==> src/pbwt_prefix_divergence_update_defines.svh <==
// ----------------------------------------------------------------------------
// pbwt defines
// assertion macros shared by the pbwt prefix and divergence update block
// ----------------------------------------------------------------------------
`ifndef PBWT_PREFIX_DIVERGENCE_UPDATE_DEFINES_SVH
`define PBWT_PREFIX_DIVERGENCE_UPDATE_DEFINES_SVH

// same-cycle implication, checked outside reset
`define PBWT_ASSERT_IMPL(lbl, ante, cons) \
    lbl: assert property (@(posedge i_clk) disable iff (!i_rst_n) (ante) |-> (cons)) \
        else $error("pbwt check failed");

// next-cycle implication, checked outside reset
`define PBWT_ASSERT_NEXT(lbl, ante, cons) \
    lbl: assert property (@(posedge i_clk) disable iff (!i_rst_n) (ante) |=> (cons)) \
        else $error("pbwt check failed");

`endif

==> src/pbwt_ram.sv <==
// ----------------------------------------------------------------------------
// pbwt ram
// generic simple dual-port memory, one write and one registered read port
// ----------------------------------------------------------------------------
`timescale 1ns / 1ps

module pbwt_ram #(
    parameter int WIDTH = 8,
    parameter int DEPTH = 16
) (
    input  logic                     i_clk,
    input  logic                     i_we,
    input  logic [$clog2(DEPTH)-1:0] i_waddr,
    input  logic [WIDTH-1:0]         i_wdata,
    input  logic [$clog2(DEPTH)-1:0] i_raddr,
    output logic [WIDTH-1:0]         o_rdata
);

    logic [WIDTH-1:0] r_mem [DEPTH];
    logic [WIDTH-1:0] r_rdata;

    always_ff @(posedge i_clk) begin
        if (i_we) begin
            r_mem[i_waddr] <= i_wdata;
        end
        r_rdata <= r_mem[i_raddr];
    end

    assign o_rdata = r_rdata;

endmodule

==> config.mk <==
export PLATFORM = sky130hd
export DESIGN_NAME = pbwt_ram
export DESIGN_NICKNAME = d
export VERILOG_FILES = /design/src/pbwt_prefix_divergence_update_defines.svh /design/src/pbwt_ram.sv
export SDC_FILE = /design/constraint.sdc
export NUM_CORES = 1
export LEC_CHECK = 0
export BUFFER_PORTS_ARGS = -buffer_cell sky130_fd_sc_hd__clkbuf_2
export CELL_PAD_IN_SITES_DETAIL_PLACEMENT = 1
export CELL_PAD_IN_SITES_GLOBAL_PLACEMENT = 1
export CORE_UTILIZATION = 57
export DETAILED_ROUTE_END_ITERATION = 16
export GPL_TIMING_DRIVEN = 0
export HOLD_SLACK_MARGIN = 0.05
export PLACE_DENSITY_LB_ADDON = 0.1
export SLEW_MARGIN = 10
export SYNTH_ARGS = -nofsm -noshare
export SYNTH_HDL_FRONTEND = slang
export SYNTH_SLANG_ARGS = --single-unit
==> constraint.sdc <==
create_clock -name i_clk -period 2.9 [get_ports i_clk]
set_clock_uncertainty 0.05 [all_clocks]
set_input_delay 0.58 -clock i_clk [delete_from_list [all_inputs] [get_ports i_clk]]
set_output_delay 0.58 -clock i_clk [all_outputs]
set_load 0.02 [all_outputs]
# Yosys cells after proc, flatten, opt, wreduce, memory -nomap -nowiden
# Memories as Yosys holds them, arrays and structs flattened. A register that Yosys moved wholly into a read port is not among the register bits.
# Cells that the tools add are included.
[op_classes]
n_mux = 2
n_addsub = 0
div_mod_pow = 0
magnitude_cmp = 0
n_eq_ne = 0
bitwise = 0
n_reduce_logical = 0
n_mul = 0
shift = 0
[op_table]
columns = ["op", "n"]
rows = [
  ["$mux W1", 2],
]
[totals]
latchBits = 0
mem_bits_ro = 0
n_memories = 1
ram_bits = 128
out_inout_bits = 8
reg_bits = 0
elab_cells = 3
input_bits = 18
[memory_table]
columns = ["name", "words", "word_bits", "rd", "rd_ports_with_merged_regs", "write_ports", "line_no", "rtl"]
rows = [
  ["r_mem", 16, 8, 1, 1, 1, "pbwt_ram.sv:19", "logic [WIDTH-1:0] r_mem [DEPTH];"],
]

# Longest topological paths before layout
[depth]
word_depth = 2
depth_mapped = 5
mapped_depth_nobuf = 3

# Worst setup path after synthesis
# OpenSTA, ideal clock, no wires.
[synth_path]
path_type = "input -> register"
start = "in i_waddr[2]"
end = "mem r_mem[0][0], enable pin"
stages = 2
arrival_ps = 1690
required_ps = 2467
setup_ps = 383
slack_ps = 777
path_cell_list = "or3b_2 > nor3_1"
[synth_rtl]
columns = ["item", "line_no", "rtl"]
rows = [
  ["start, declared", "pbwt_ram.sv:13", "input logic [$clog2(DEPTH)-1:0] i_waddr,"],
  ["end, declared", "pbwt_ram.sv:19", ""],
]
# No word-level cell before the write port.

# Worst setup path after layout
[layout_path]
start = "in i_waddr[2]"
end = "mem r_mem[3][2], enable pin"
# No word-level cell before the write port.

==> results.yml <==
clock_network:
  cts_setup_buffers: 0
  cts_tree: "built"
  clkTransAtPathRegs_ps: 60
  clock_latency_ps: 520
  ctsResizeCount: 0
  cts_root_buffer: "clkbuf_8"
  h-tree-depth: 4
  cts.sinks: 136
  cts_buffer_depth: 2
  cts_hold_buf: 0
  cts_made_buffers: 17
floorplanning:
  dieHeight_um: 97.0
  die_w_um: 97.0
  rows: 34
  core_area_um2: 8720
  die_area_um2: 9410
  io_pins: 26
  initial_core_util_pct: 59.0
detailed_routing:
  ant_nets: 0
  route.top_layer_used: "met4"
  drc: 0
  route.met2.wl_mm: 5.25
  first_pass_iters: 5
  vias: 2461
  wirelength_met1_mm: 4.80
  dr.first_iter.drc_count: 302
  viasPerCell: 6.26
  wirelength_mm: 10.8
  wl_per_cell_um: 27.4
  wl_met3_um: 629
sta:
  setup_viol: 0
  maxSlewViolCount: 0
  timing.setup.tns_ps: 0
  relSlewSlack_pct: 41.0
  post-route-period-util_pct: 63.9
  max_freq_mhz: 540
  layout_min_cycle_time_ps: 1850
  worst_slew_pin_slew_ps: 882
  hold_slack_ps: 483
  hold_viol: 0
  rsz0062_at_grt: "no"
pwr:
  vdd_drop_max_mv: 0.436
  leakagePower_nw: 2.03
  powerDensity_nw_per_um2: 756
logic_synthesis:
  ys_top_cells_by_count: "128 x edfxtp_1, 18 x mux4_2, 16 x a22oi_1, 14 x mux4_1, 13 x nor2_1"
  syn-num-nets: 247
  yosys.area.top_type: "edfxtp_1"
  synth-main-ff-cell: "edfxtp_1"
  synthArstFlopShare_pct: 0
  synth.most_common_cell: "edfxtp_1"
  yosys_warnings: 0
  synth-seq-cells: 136
  synth_enable_flop_cells: 128
  ys_seq_area_share_pct: 77.8
  netlist_instances: 229
  avgSynthCellArea_um2: 22.5
  synthTopCellsByArea: "edfxtp_1 75%, mux4_2 7.9%, mux4_1 7.1%, dfxtp_1 3.1%, a22oi_1 2.3%"
  syn_area_um2: 5150
  synth_cell_type_count: 19
  synth_top_cell_area_share_pct: 74.7
layout:
  fin_nets: 290
  utilization_pct: 68.9
  drive_above_1_share_pct: 31.2
  areaGrowthSynthToFinish_pct: 16.7
  diodes: 0
  stdcell_count: 393
place:
  placement.io_buffers: 24
  finalWeightedCongestion: 0.685
  dp_hpwl_mm: 6.45
  dp_cells: 361
global_routing:
  gr-total-overflow: 0
  first_global_vias: 2563
  grt_usage_pct: 25.2
  antenna_found_initial: 0
  grt_max_degree: 17
  grt_pass1_wl_mm: 16.2
worst_setup_path:
  arrival_ps: 1940
  timing.rr.end: "o_rdata[1]"
  start_kind: "input port"
  r2r_slack_ps: 1430
  r2r_cells: 3
  cp_max_fo: 8
  crit_type: "input port to flip-flop"
  startpoint: "i_waddr[2]"
  r2r-start: "r_mem[5][1]"
  endpoint_kind: "flip-flop"
  cp.required_ps: 2990
hold_path:
  hold_path_end: "r_mem[5][0]"
  min_path_cells: 1
  worstHoldStart: "i_wdata[0]"
  worstHoldPathType: "input port to flip-flop"
run:
  maxCapViolations: 0
outcome:
  status: "completed"
==> metal layers <==
metal / GRT usage, % / vias up
met5: 0 / -
met4: 8.50 / 0
met3: 5.71 / 11
met2: 38.1 / 98
met1: 36.9 / 1296
li1: - / 1056
==> cells in the final DEF, fill, tap and decap left out, types with 4 or more instances in the layout <==
cell type  netlist  layout
dfxtp_1          8       8
nand2_1          9       9
mux4_1          14      14
clkbuf_2         0      24
clkbuf_16        0      16
nor3_2           0       4
mux4_2          18      18
a22oi_1         16      16
clkinv_4         0       4
nor2_1          13      13
edfxtp_1       128     128
==> state kept, by name, indices dropped and copies added, names as in the netlist <==
| signal | count |
|---|---|
| o_rdata | 8 |
| r_mem | 128 |
==> per-stage QoR <==
stage	setup slack [ps]	instance area [um^2]	total power, W
final	1050	6010	0.00454
after global routing	1020	6010	0.00464
after CTS	630	5990	0.00456
after detailed placement	189	5400	0.00248
after global placement	215	5400	0.00246
after floorplan	777	5150	0.00238
==> where the power goes <==
part | switching (W) | internal, W
Sequential | 0.0000126 | 0.00220
Clock | 0.000827 | 0.00128
Combinational | 0.000142 | 0.0000872
Total | 0.000982 | 0.00356
==> kinds of logic after synthesis <==
| group | count (synthesis) | share of synthesized area (%) |
|---|---|---|
| DFF | 136 | 77.8 |
| and+or+nand+nor | 35 | 3.18 |
| muxes | 32 | 15.0 |
| AOI/OAI and AO/OA | 16 | 2.33 |
| buffers and inverters | 10 | 1.68 |
==> critical path, stage by stage <==
cell and delay, ps:
clkbuf_2 100, or3b_2 550, nor2_1 700
==> worst max path at each step <==
stage / end / cells past startpoint / slack, ps
4_1_cts: r_mem[0][3] / 3 / 630
6_report: r_mem[3][2] / 3 / 1050
2_1_floorplan: r_mem[0][0] / 2 / 780
3_5_place_dp: r_mem[0][7] / 3 / 190
5_1_grt: r_mem[0][3] / 3 / 1020
3_3_place_gp: r_mem[0][7] / 3 / 210
==> cell type report <==
class	count	area, um^2
clock buffer	19	442
clock inverter	13	145
buffer	10	86.3
tap	108	135
timing repair buffer	24	120
fill	677	2710
multi-input combinational	83	1080
sequential	136	4000
No activity file was read; power rests on OpenSTA's default activity.
