==> src/pbwt_prefix_divergence_update_defines.svh <==
// ----------------------------------------------------------------------------
// pbwt defines
// assertion macros shared by the pbwt prefix and divergence update block
// ----------------------------------------------------------------------------
`ifndef PBWT_PREFIX_DIVERGENCE_UPDATE_DEFINES_SVH
`define PBWT_PREFIX_DIVERGENCE_UPDATE_DEFINES_SVH

// same-cycle implication, checked outside reset
`define PBWT_ASSERT_IMPL(lbl, ante, cons) \
    lbl: assert property (@(posedge i_clk) disable iff (!i_rst_n) (ante) |-> (cons)) \
        else $error("pbwt check failed");

// next-cycle implication, checked outside reset
`define PBWT_ASSERT_NEXT(lbl, ante, cons) \
    lbl: assert property (@(posedge i_clk) disable iff (!i_rst_n) (ante) |=> (cons)) \
        else $error("pbwt check failed");

`endif

==> src/pbwt_pkg.sv <==
// ----------------------------------------------------------------------------
// pbwt package
// sizes, action codes and control types of the pbwt prefix and divergence update
// ----------------------------------------------------------------------------
`timescale 1ns / 1ps

package pbwt_pkg;

    localparam int HAPLOTYPES = 1024;
    localparam int SITE_BITS  = 20;

    localparam int ID_W  = $clog2(HAPLOTYPES);
    localparam int CNT_W = $clog2(HAPLOTYPES + 1);

    localparam logic [CNT_W-1:0]     HAP_CNT  = CNT_W'(HAPLOTYPES);
    localparam logic [ID_W-1:0]      LAST_POS = ID_W'(HAPLOTYPES - 1);
    localparam logic [SITE_BITS-1:0] SITE_MAX = {SITE_BITS{1'b1}};

    localparam logic [1:0] ACT_LOAD    = 2'd0;
    localparam logic [1:0] ACT_ADVANCE = 2'd1;
    localparam logic [1:0] ACT_READ    = 2'd2;

    typedef struct packed {
        logic                 start;
        logic                 step;
        logic                 one;
        logic [SITE_BITS-1:0] start_div;
        logic [SITE_BITS-1:0] dv;
    } t_part_ctl;

    typedef struct packed {
        logic [CNT_W-1:0]     nz;
        logic [CNT_W-1:0]     no;
        logic [SITE_BITS-1:0] wdiv;
    } t_part_stat;

endpackage

==> src/pbwt_part_unit.sv <==
// ----------------------------------------------------------------------------
// pbwt partition unit
// running divergence maxima and group counters, one haplotype per step
// ----------------------------------------------------------------------------
`timescale 1ns / 1ps

module pbwt_part_unit
    import pbwt_pkg::*;
(
    input  logic       i_clk,
    input  logic       i_rst_n,
    input  t_part_ctl  i_ctl,
    output t_part_stat o_stat
);

    logic [SITE_BITS-1:0] r_zmax;
    logic [SITE_BITS-1:0] r_omax;
    logic [CNT_W-1:0]     r_nz;
    logic [CNT_W-1:0]     r_no;
    logic [SITE_BITS-1:0] n_zmax;
    logic [SITE_BITS-1:0] n_omax;

    always_comb begin
        n_zmax = (i_ctl.dv > r_zmax) ? i_ctl.dv : r_zmax;
        n_omax = (i_ctl.dv > r_omax) ? i_ctl.dv : r_omax;
    end

    always_ff @(posedge i_clk) begin
        if (!i_rst_n) begin
            r_zmax <= '0;
            r_omax <= '0;
            r_nz   <= '0;
            r_no   <= '0;
        end else if (i_ctl.start) begin
            r_zmax <= i_ctl.start_div;
            r_omax <= i_ctl.start_div;
            r_nz   <= '0;
            r_no   <= '0;
        end else if (i_ctl.step) begin
            // the group that takes the haplotype restarts its maximum at zero
            if (i_ctl.one) begin
                r_zmax <= n_zmax;
                r_omax <= '0;
                r_no   <= r_no + CNT_W'(1);
            end else begin
                r_zmax <= '0;
                r_omax <= n_omax;
                r_nz   <= r_nz + CNT_W'(1);
            end
        end
    end

    assign o_stat.nz   = r_nz;
    assign o_stat.no   = r_no;
    assign o_stat.wdiv = i_ctl.one ? n_omax : n_zmax;

endmodule

==> config.mk <==
export PLATFORM = sky130hd
export DESIGN_NAME = pbwt_part_unit
export DESIGN_NICKNAME = d
export VERILOG_FILES = /design/src/pbwt_prefix_divergence_update_defines.svh /design/src/pbwt_pkg.sv /design/src/pbwt_part_unit.sv
export SDC_FILE = /design/constraint.sdc
export NUM_CORES = 1
export LEC_CHECK = 0
export BUFFER_PORTS_ARGS = -buffer_cell sky130_fd_sc_hd__buf_2
export CAP_MARGIN = 20
export CORE_MARGIN = 5
export CORE_UTILIZATION = 54
export CTS_CLUSTER_DIAMETER = 60
export DETAILED_ROUTE_END_ITERATION = 10
export PLACE_DENSITY = 0.91
export SETUP_SLACK_MARGIN = 0.1
export SLEW_MARGIN = 40
export SYNTH_ARGS = -nofsm -noshare
export SYNTH_HDL_FRONTEND = slang
export SYNTH_SLANG_ARGS = --single-unit
==> constraint.sdc <==
create_clock -name i_clk -period 2.9 [get_ports i_clk]
set_clock_uncertainty 0.1 [all_clocks]
set_input_delay 0.29 -clock i_clk [delete_from_list [all_inputs] [get_ports i_clk]]
set_output_delay 0.29 -clock i_clk [all_outputs]
set_load 0.01 [all_outputs]
## After elaboration in Yosys (flattened, before gate mapping)

Index checks and enable logic that the tools add are counted.

- Register bits: 62
- Bits in latches: 0
- Memory bits (writable): 0
- Memory bits (read-only): 0
- Word-level logic and storage cells: 23
- Memories kept: 0

- Add/subtract/negate cells: 2
- Multiply operators: 0
- Divide/modulo/power cells: 0
- $lt $le $gt $ge: 2
- Eq/ne operators: 0
- Shift-type cells: 0
- Multiplexer cells: 9
- Bitwise gates (word level): 2
- Reductions and logical operators: 4

Operators by type and width:

| cell | count |
|---|---|
| $mux W20 | 9 |
| $gt A20 B20 Y1 | 2 |
| $add A11 B1 Y11 const B | 2 |
| $reduce_and A2 Y1 | 2 |
| $not A1 Y1 | 2 |
| $reduce_bool A2 Y1 | 1 |
| $reduce_or A2 Y1 | 1 |

## Depth between registers and ports, before layout

Gate-level depths: netlist (run 1).

- Word-level depth: 5
- Mapped depth: 11

## Least setup slack after synthesis (run 1)

OpenSTA, ideal clock, no wires.

- Path kind: register to output
- Start point: reg r_zmax[11]
- End point: out o_stat[10] (netlist name)
- Data arrival time: 2.102 ns
- Required time: 2.510 ns
- Path slack: 0.408 ns
- Cell stages (with the launch flop): 12
- Cell sequence: dfxtp_1 -> inv_1 -> ha_1 -> a21oi_2 -> o21ai_1 -> a221o_1 -> a2111o_1 -> a21oi_1 -> buf_4 -> buf_8 -> nand2_1 -> o221a_2

RTL lines:

| item | line | RTL |
|---|---|---|
| start: declaration | pbwt_part_unit.sv:16 | `logic [SITE_BITS-1:0] r_zmax;` |
| start signal: assignment | pbwt_part_unit.sv:35 | `r_zmax <= i_ctl.start_div;` |
| start signal: assignment | pbwt_part_unit.sv:42 | `r_zmax <= n_zmax;` |
| end: declaration | pbwt_part_unit.sv:13 | `output t_part_stat o_stat` |

==> results of run 1 <==
worst paths after layout:
path | endpoint | cells past startpoint
worst max-delay path | o_stat[0] | 11
worst min register to register | r_zmax[1] | 1
worst min-delay path | r_zmax[0] | 2
worst max register to register | r_zmax[8] | 13
timing repair:
| item | in CTS | in global routing |
|---|---|---|
| pin swaps | 13 | 9 |
| cloned | 2 | 0 |
| gates resized for setup | 61 | 16 |
| buffers inserted | 6 | 4 |
| setup endpoints to repair | 20 | 40 |
power groups by stage:
stage | clock network [mW] | registers [mW] | logic (mW)
after floorplan | 0 | 0.930 | 0.345
after global placement | 0 | 0.937 | 0.534
after detailed placement | 0 | 0.938 | 0.563
after CTS | 0.780 | 0.923 | 0.684
after global routing | 0.820 | 0.931 | 0.804
final | 0.781 | 0.928 | 0.759
worst max-delay path, cell delays in order, from the launching register on:
cell      delay (ns)
dfxtp_2         0.34
inv_2           0.05
ha_4            0.28
nand4_1         0.19
nor4_4          0.32
a2111o_1        0.24
buf_6           0.13
nand2_4         0.04
mux2_4          0.34
buf_12          0.17
o221a_1         0.25
buf_2           0.15
placed cells by master, fill, tap and decap left out, types with 11 or more instances in the layout:
| cell type | synthesis | layout |
|---|---|---|
| a21oi_1 | 25 | 21 |
| a221o_1 | 41 | 41 |
| and3_1 | 24 | 24 |
| buf_2 | 8 | 75 |
| buf_4 | 1 | 28 |
| buf_6 | 4 | 16 |
| dfxtp_1 | 62 | 49 |
| dfxtp_2 | 0 | 13 |
| ha_1 | 42 | 28 |
| ha_4 | 0 | 14 |
| inv_1 | 42 | 32 |
| nand2_1 | 42 | 41 |
| nor2_1 | 21 | 21 |
| xor2_1 | 11 | 11 |
flip-flops by register name, summed over array words and instances (netlist names):
register and flops:
r_zmax 20, r_no 11, r_nz 11, r_omax 20
kinds of logic (layout without fill, tap and decap cells):
family / after synthesis / after routing / share of synthesized area (%)
AO/OA/AOI/OAI: 110 / 110 / 24.4
XOR/XNOR: 14 / 14 / 3.25
adder cells (fa/ha/maj): 42 / 42 / 13.9
buffers and inverters: 65 / 182 / 7.93
flip-flops: 62 / 62 / 32.9
multiplexers: 3 / 3 / 0.830
AND/OR/NAND/NOR: 123 / 123 / 16.7
layer usage:
metal  vias up  global-route usage [%]  routed length, µm
met5         -                       0                  0
met4         0                    21.8                827
met3        98                    7.00               1210
met2       290                    50.0               6200
met1      1863                    30.1               4530
li1       1796                       -                  -
layout make-up:
cell class	count	area, µm²	share of cell area [%]
Multi-Input combinational cell	292	2540	49.3
Sequential cell	62	1260	24.4
Timing Repair Buffer	124	881	17.1
Inverter	42	158	3.06
Clock buffer	9	124	2.40
Tap cell	96	120	2.33
Clock inverter	7	73.8	1.43
stage by stage:
stage	instances	instance area (µm²)	TNS, ns	worst slack [ns]	total power, mW
global placement	606	4440	-0.221	-0.0299	1.47
detailed placement	606	4450	-0.823	-0.0952	1.50
finish	632	5150	-6.64	-0.351	2.47
global route	632	5150	-8.05	-0.429	2.56
CTS	629	5040	-5.92	-0.320	2.39
floorplan	419	3770	0	0.408	1.28
==> reports/qor.txt, run 1 <==
First-iteration detailed-routing DRC count = 344
Vias in the first global route = 4,143
Count of flip-flops with a built-in enable after synthesis = 0
Leakage power total = 2.27 nW
Tcrit/Tclk final = 112%
Max VDD drop = 0.259 mV
Clock transition at the register clock pins on the worst setup and hold paths after CTS = 0.08 ns
Arrival time at the worst endpoint = 2.86 ns
Rel. slew slack = 71.7%
Buffer depth of the longest clock path = 2
Depth of the CTS H-tree = 3
Top-level port count = 87
Crit Path Category = reg2out
Data required time of the critical path = 2.51 ns
Number of standard cells after synthesis = 419
Pre-antenna DRT Iters = 7
Critical path capture point type = output pin
Root cell of the clock tree = clkbuf_8
Clock net sink count = 62
Diode insertion count for antenna repair = 0
Beginning of the worst hold path = i_ctl[0]
Worst hold-check path type = in2reg
Final Wtd Congestion = 0.894
Synthesized flop and latch total = 62
Post-DRT Antenna Nets = 0
Launching point of the worst reg2reg path = r_zmax[14]
Crit path setup slack, layout = -0.351 ns
Total nets after synthesis = 506
Antenna violations before repair = 0
Hold Fails Final Rpt = 0
Highest achievable clock rate = 308 MHz
Detailed-placement wirelength estimate = 8.03 mm
Total CTS buffers = 9
Die boundary height = 93.5 µm
Post-synth top cells = 62 x dfxtp_1, 42 x ha_1, 42 x inv_1, 42 x nand2_1, 41 x a221o_1
Filler cell count = 442
Outcome = finished, violations left
TritonCTS clock tree = built
Slew at the pin closest to its max-slew limit = 0.424 ns
Register area share after synthesis = 32.9%
Clk_lat worst skew = 0.35 ns
Element type at the critical path start = flip-flop
Routed wire length = 12.8 mm
Post-synth top area cell = dfxtp_1
Global-route congestion overflow total = 0
Ratio of cells with drive above 1 in the final layout = 38.1%
Width of the die = 93.5 µm
Final routed DRC violation total = 0
Final period demand of the worst path = 3.25 ns
Switching power = 0.793 mW
Clock network power share = 31.6%
Overall track demand over capacity in global routing = 28.9%
Critical path origin = r_zmax[15]
Effective utilization at floorplan = 55.5%
Global-route wire length before repair = 19.7 mm
Hold bufs inserted after CTS = 0
Floorplan row count = 30
Area Growth Syn to Fin = 36.8%
Maximum fanout count along the critical path = 8
Synth Cell Area = 3770 µm²
RSZ-0062 raised after global routing = yes
Via density per instance = 6.40
Ys async rst share = 0%
Number of vias after detailed routing = 4,047
Count of final setup violators = 20
Die area = 8750 µm²
Leading post-synthesis cells by cell area = dfxtp_1 33%, ha_1 14%, a221o_1 11%
Post-synthesis average cell area = 8.99 µm²
Area share of the leading cell type in the synthesized netlist = 32.9%
Warnings, synthesis = 0
Maximum number of pins on one net before global-route repair = 28
Int Power = 1.68 mW
Core ar. = 6790 µm²
Cell Pwr Density = 479 nW/µm²
Fraction of the core area covered by cells at the end of the flow = 75.9%
Count of input and output buffers = 86
Main synth FF type = dfxtp_1
Violations in the final reports = setup timing
Sequential power share = 37.6%
Final net count = 618
Count of unique library cells instantiated by Yosys = 46
Logic gate share of total power = 30.8%
Final Max Tran Viols = 0
DR WL/cell = 20.2 µm
Final worst hold slack = 0.118 ns
Switching Share = 32.1%
Most numerous cell in the Yosys netlist = dfxtp_1
Minimum setup slack among reg-to-reg paths = 0.18 ns
Max capacitance violation total = 0
No activity file was read; power rests on OpenSTA's default activity.
==> run 2: changes to the inputs <==
--- a/config.mk
+++ b/config.mk
@@ -13,6 +13,7 @@
 export DETAILED_ROUTE_END_ITERATION = 10
 export PLACE_DENSITY = 0.91
 export SETUP_SLACK_MARGIN = 0.1
+export SKIP_CTS_REPAIR_TIMING = 1
 export SLEW_MARGIN = 40
 export SYNTH_ARGS = -nofsm -noshare
 export SYNTH_HDL_FRONTEND = slang
==> constraint.sdc (replaced) <==
create_clock -name i_clk -period 3.1 [get_ports i_clk]
set_clock_uncertainty 0.1 [all_clocks]
set_input_delay 0.31 -clock i_clk [delete_from_list [all_inputs] [get_ports i_clk]]
set_output_delay 0.31 -clock i_clk [all_outputs]
set_load 0.01 [all_outputs]
==> reports/qor.txt, run 2 (synthesized netlist as in run 1, its figures left out) <==
Buffer depth of the longest clock path = 2
Global-route congestion overflow total = 0
Minimum setup slack after placement = 0.0323 ns
Arrival time at the worst endpoint = 2.94 ns
Final routed DRC violation total = 0
Final worst hold slack = 0.149 ns
Highest-count cells in the layout ignoring fill and taps = 77 x buf_2, 50 x dfxtp_1, 41 x a221o_1
Depth of the CTS H-tree = 3
Number of standard cells in the final layout excluding fillers = 617
Detailed-placement wirelength estimate = 7.75 mm
Global-route wire length before repair = 17.0 mm
Slew at the pin closest to its max-slew limit = 0.700 ns
Largest registers ranked by flip-flop count = r_omax: 20 flops, r_zmax: 20 flops
Die boundary height = 93.5 µm
First-iteration detailed-routing DRC count = 304
Total placed cells including tap cells = 594
Ratio of cells with drive above 1 in the final layout = 35.1%
Final Wtd Congestion = 0.933
Total CTS buffers = 9
DR WL/cell = 19.1 µm
Final Max Tran Viols = 0
Via density per instance = 6.13
Floorplan row count = 30
Overall track demand over capacity in global routing = 24.7%
Hold Fails Final Rpt = 0
Violations in the final reports = setup timing
Routed wire length = 11.8 mm
Vias in the first global route = 3,538
Crit path setup slack, layout = -0.252 ns
Crit Path Category = reg2out
Antenna violations before repair = 0
Total power of the final layout = 2.33 mW
Critical path capture point type = output pin
Outcome = finished, violations left
Number of vias after detailed routing = 3,782
Highest achievable clock rate = 298 MHz
RSZ-0062 raised after global routing = yes
Top-level port count = 87
Leakage power total = 2.17 nW
Clk_lat worst skew = 0.36 ns
Clock net sink count = 62
Tcrit/Tclk final = 108%
Maximum number of pins on one net before global-route repair = 23
Pre-antenna DRT Iters = 6
Width of the die = 93.5 µm
Effective utilization at floorplan = 55.5%
Final period demand of the worst path = 3.35 ns
Max VDD drop = 0.354 mV
Rel. slew slack = 53.0%
TritonCTS clock tree = built
Commonest non-fill, non-tap cell in the layout = buf_2
Root cell of the clock tree = clkbuf_8
Fraction of the core area covered by cells at the end of the flow = 73.0%
Count of final setup violators = 20
Final net count = 603
Maximum fanout count along the critical path = 15
Data required time of the critical path = 2.69 ns
Clock transition at the register clock pins on the worst setup and hold paths after CTS = 0.07 ns
Max capacitance violation total = 0
Core ar. = 6790 µm²
Area Growth Syn to Fin = 31.6%
Diode insertion count for antenna repair = 0
Element type at the critical path start = flip-flop
Post-DRT Antenna Nets = 0
Die area = 8750 µm²
Cell Pwr Density = 469 nW/µm²
Worst hold-check path type = in2reg
Count of input and output buffers = 86
-- run 2: changes by cell type in the layout (fill, tap and decap cells not counted), moves of 3 or more --
cell,previous run,this run
a21oi_1,21,24
a21oi_2,5,1
buf_4,28,19
buf_6,16,12
inv_1,32,35
inv_2,10,7
o221a_2,4,8
o221a_4,6,2
-- run 2: where the power goes --
part	switching, mW	total (mW)	internal [mW]
logic	0.322	0.627	0.305
registers	0.0306	0.866	0.836
clock network	0.373	0.835	0.462
-- run 2: through the flow --
step | setup TNS (ns) | cell area, µm²
global placement | 0 | 4320
global route | -5.09 | 4960
detailed placement | 0 | 4330
floorplan | 0 | 3770
finish | -4.40 | 4960
CTS | -4.78 | 4560
-- run 2: path summary, 6_finish.rpt --
path,endpoint,start,depth (start not counted),slack [ns]
worst max-delay path,o_stat[19],r_zmax[4],10,-0.25
worst min-delay path,r_zmax[0],i_ctl[0],2,0.15
worst min register to register,r_zmax[5],r_zmax[5],1,0.38
worst max register to register,r_zmax[6],r_zmax[5],10,0.21
-- run 2: critical path: stages, from the launching register on --
cell and delay, ns:
dfxtp_2 0.33, inv_1 0.08, ha_4 0.28, nand4_1 0.19
nor4_4 0.42, a2111o_1 0.30, nand2_2 0.09, mux2_4 0.31
buf_12 0.16, o221a_1 0.26, buf_2 0.15
-- run 2: layout make-up --
cell class | instances | area (µm²)
flip-flops and latches | 62 | 1260
clock inverters | 7 | 103
multi-input cells | 292 | 2520
repair buffers | 109 | 683
fillers | 482 | 1830
well taps | 96 | 120
clock buffers | 9 | 124
inverters | 42 | 158
-- run 2: metal layers --
metal / vias to the layer above / global-route usage (%) / part of all wire [%]
met5: - / 0 / 0
met4: 0 / 9.99 / 3.3
met3: 45 / 5.79 / 7.2
met2: 191 / 43.2 / 50
met1: 1785 / 28.9 / 40
li1: 1761 / - / -
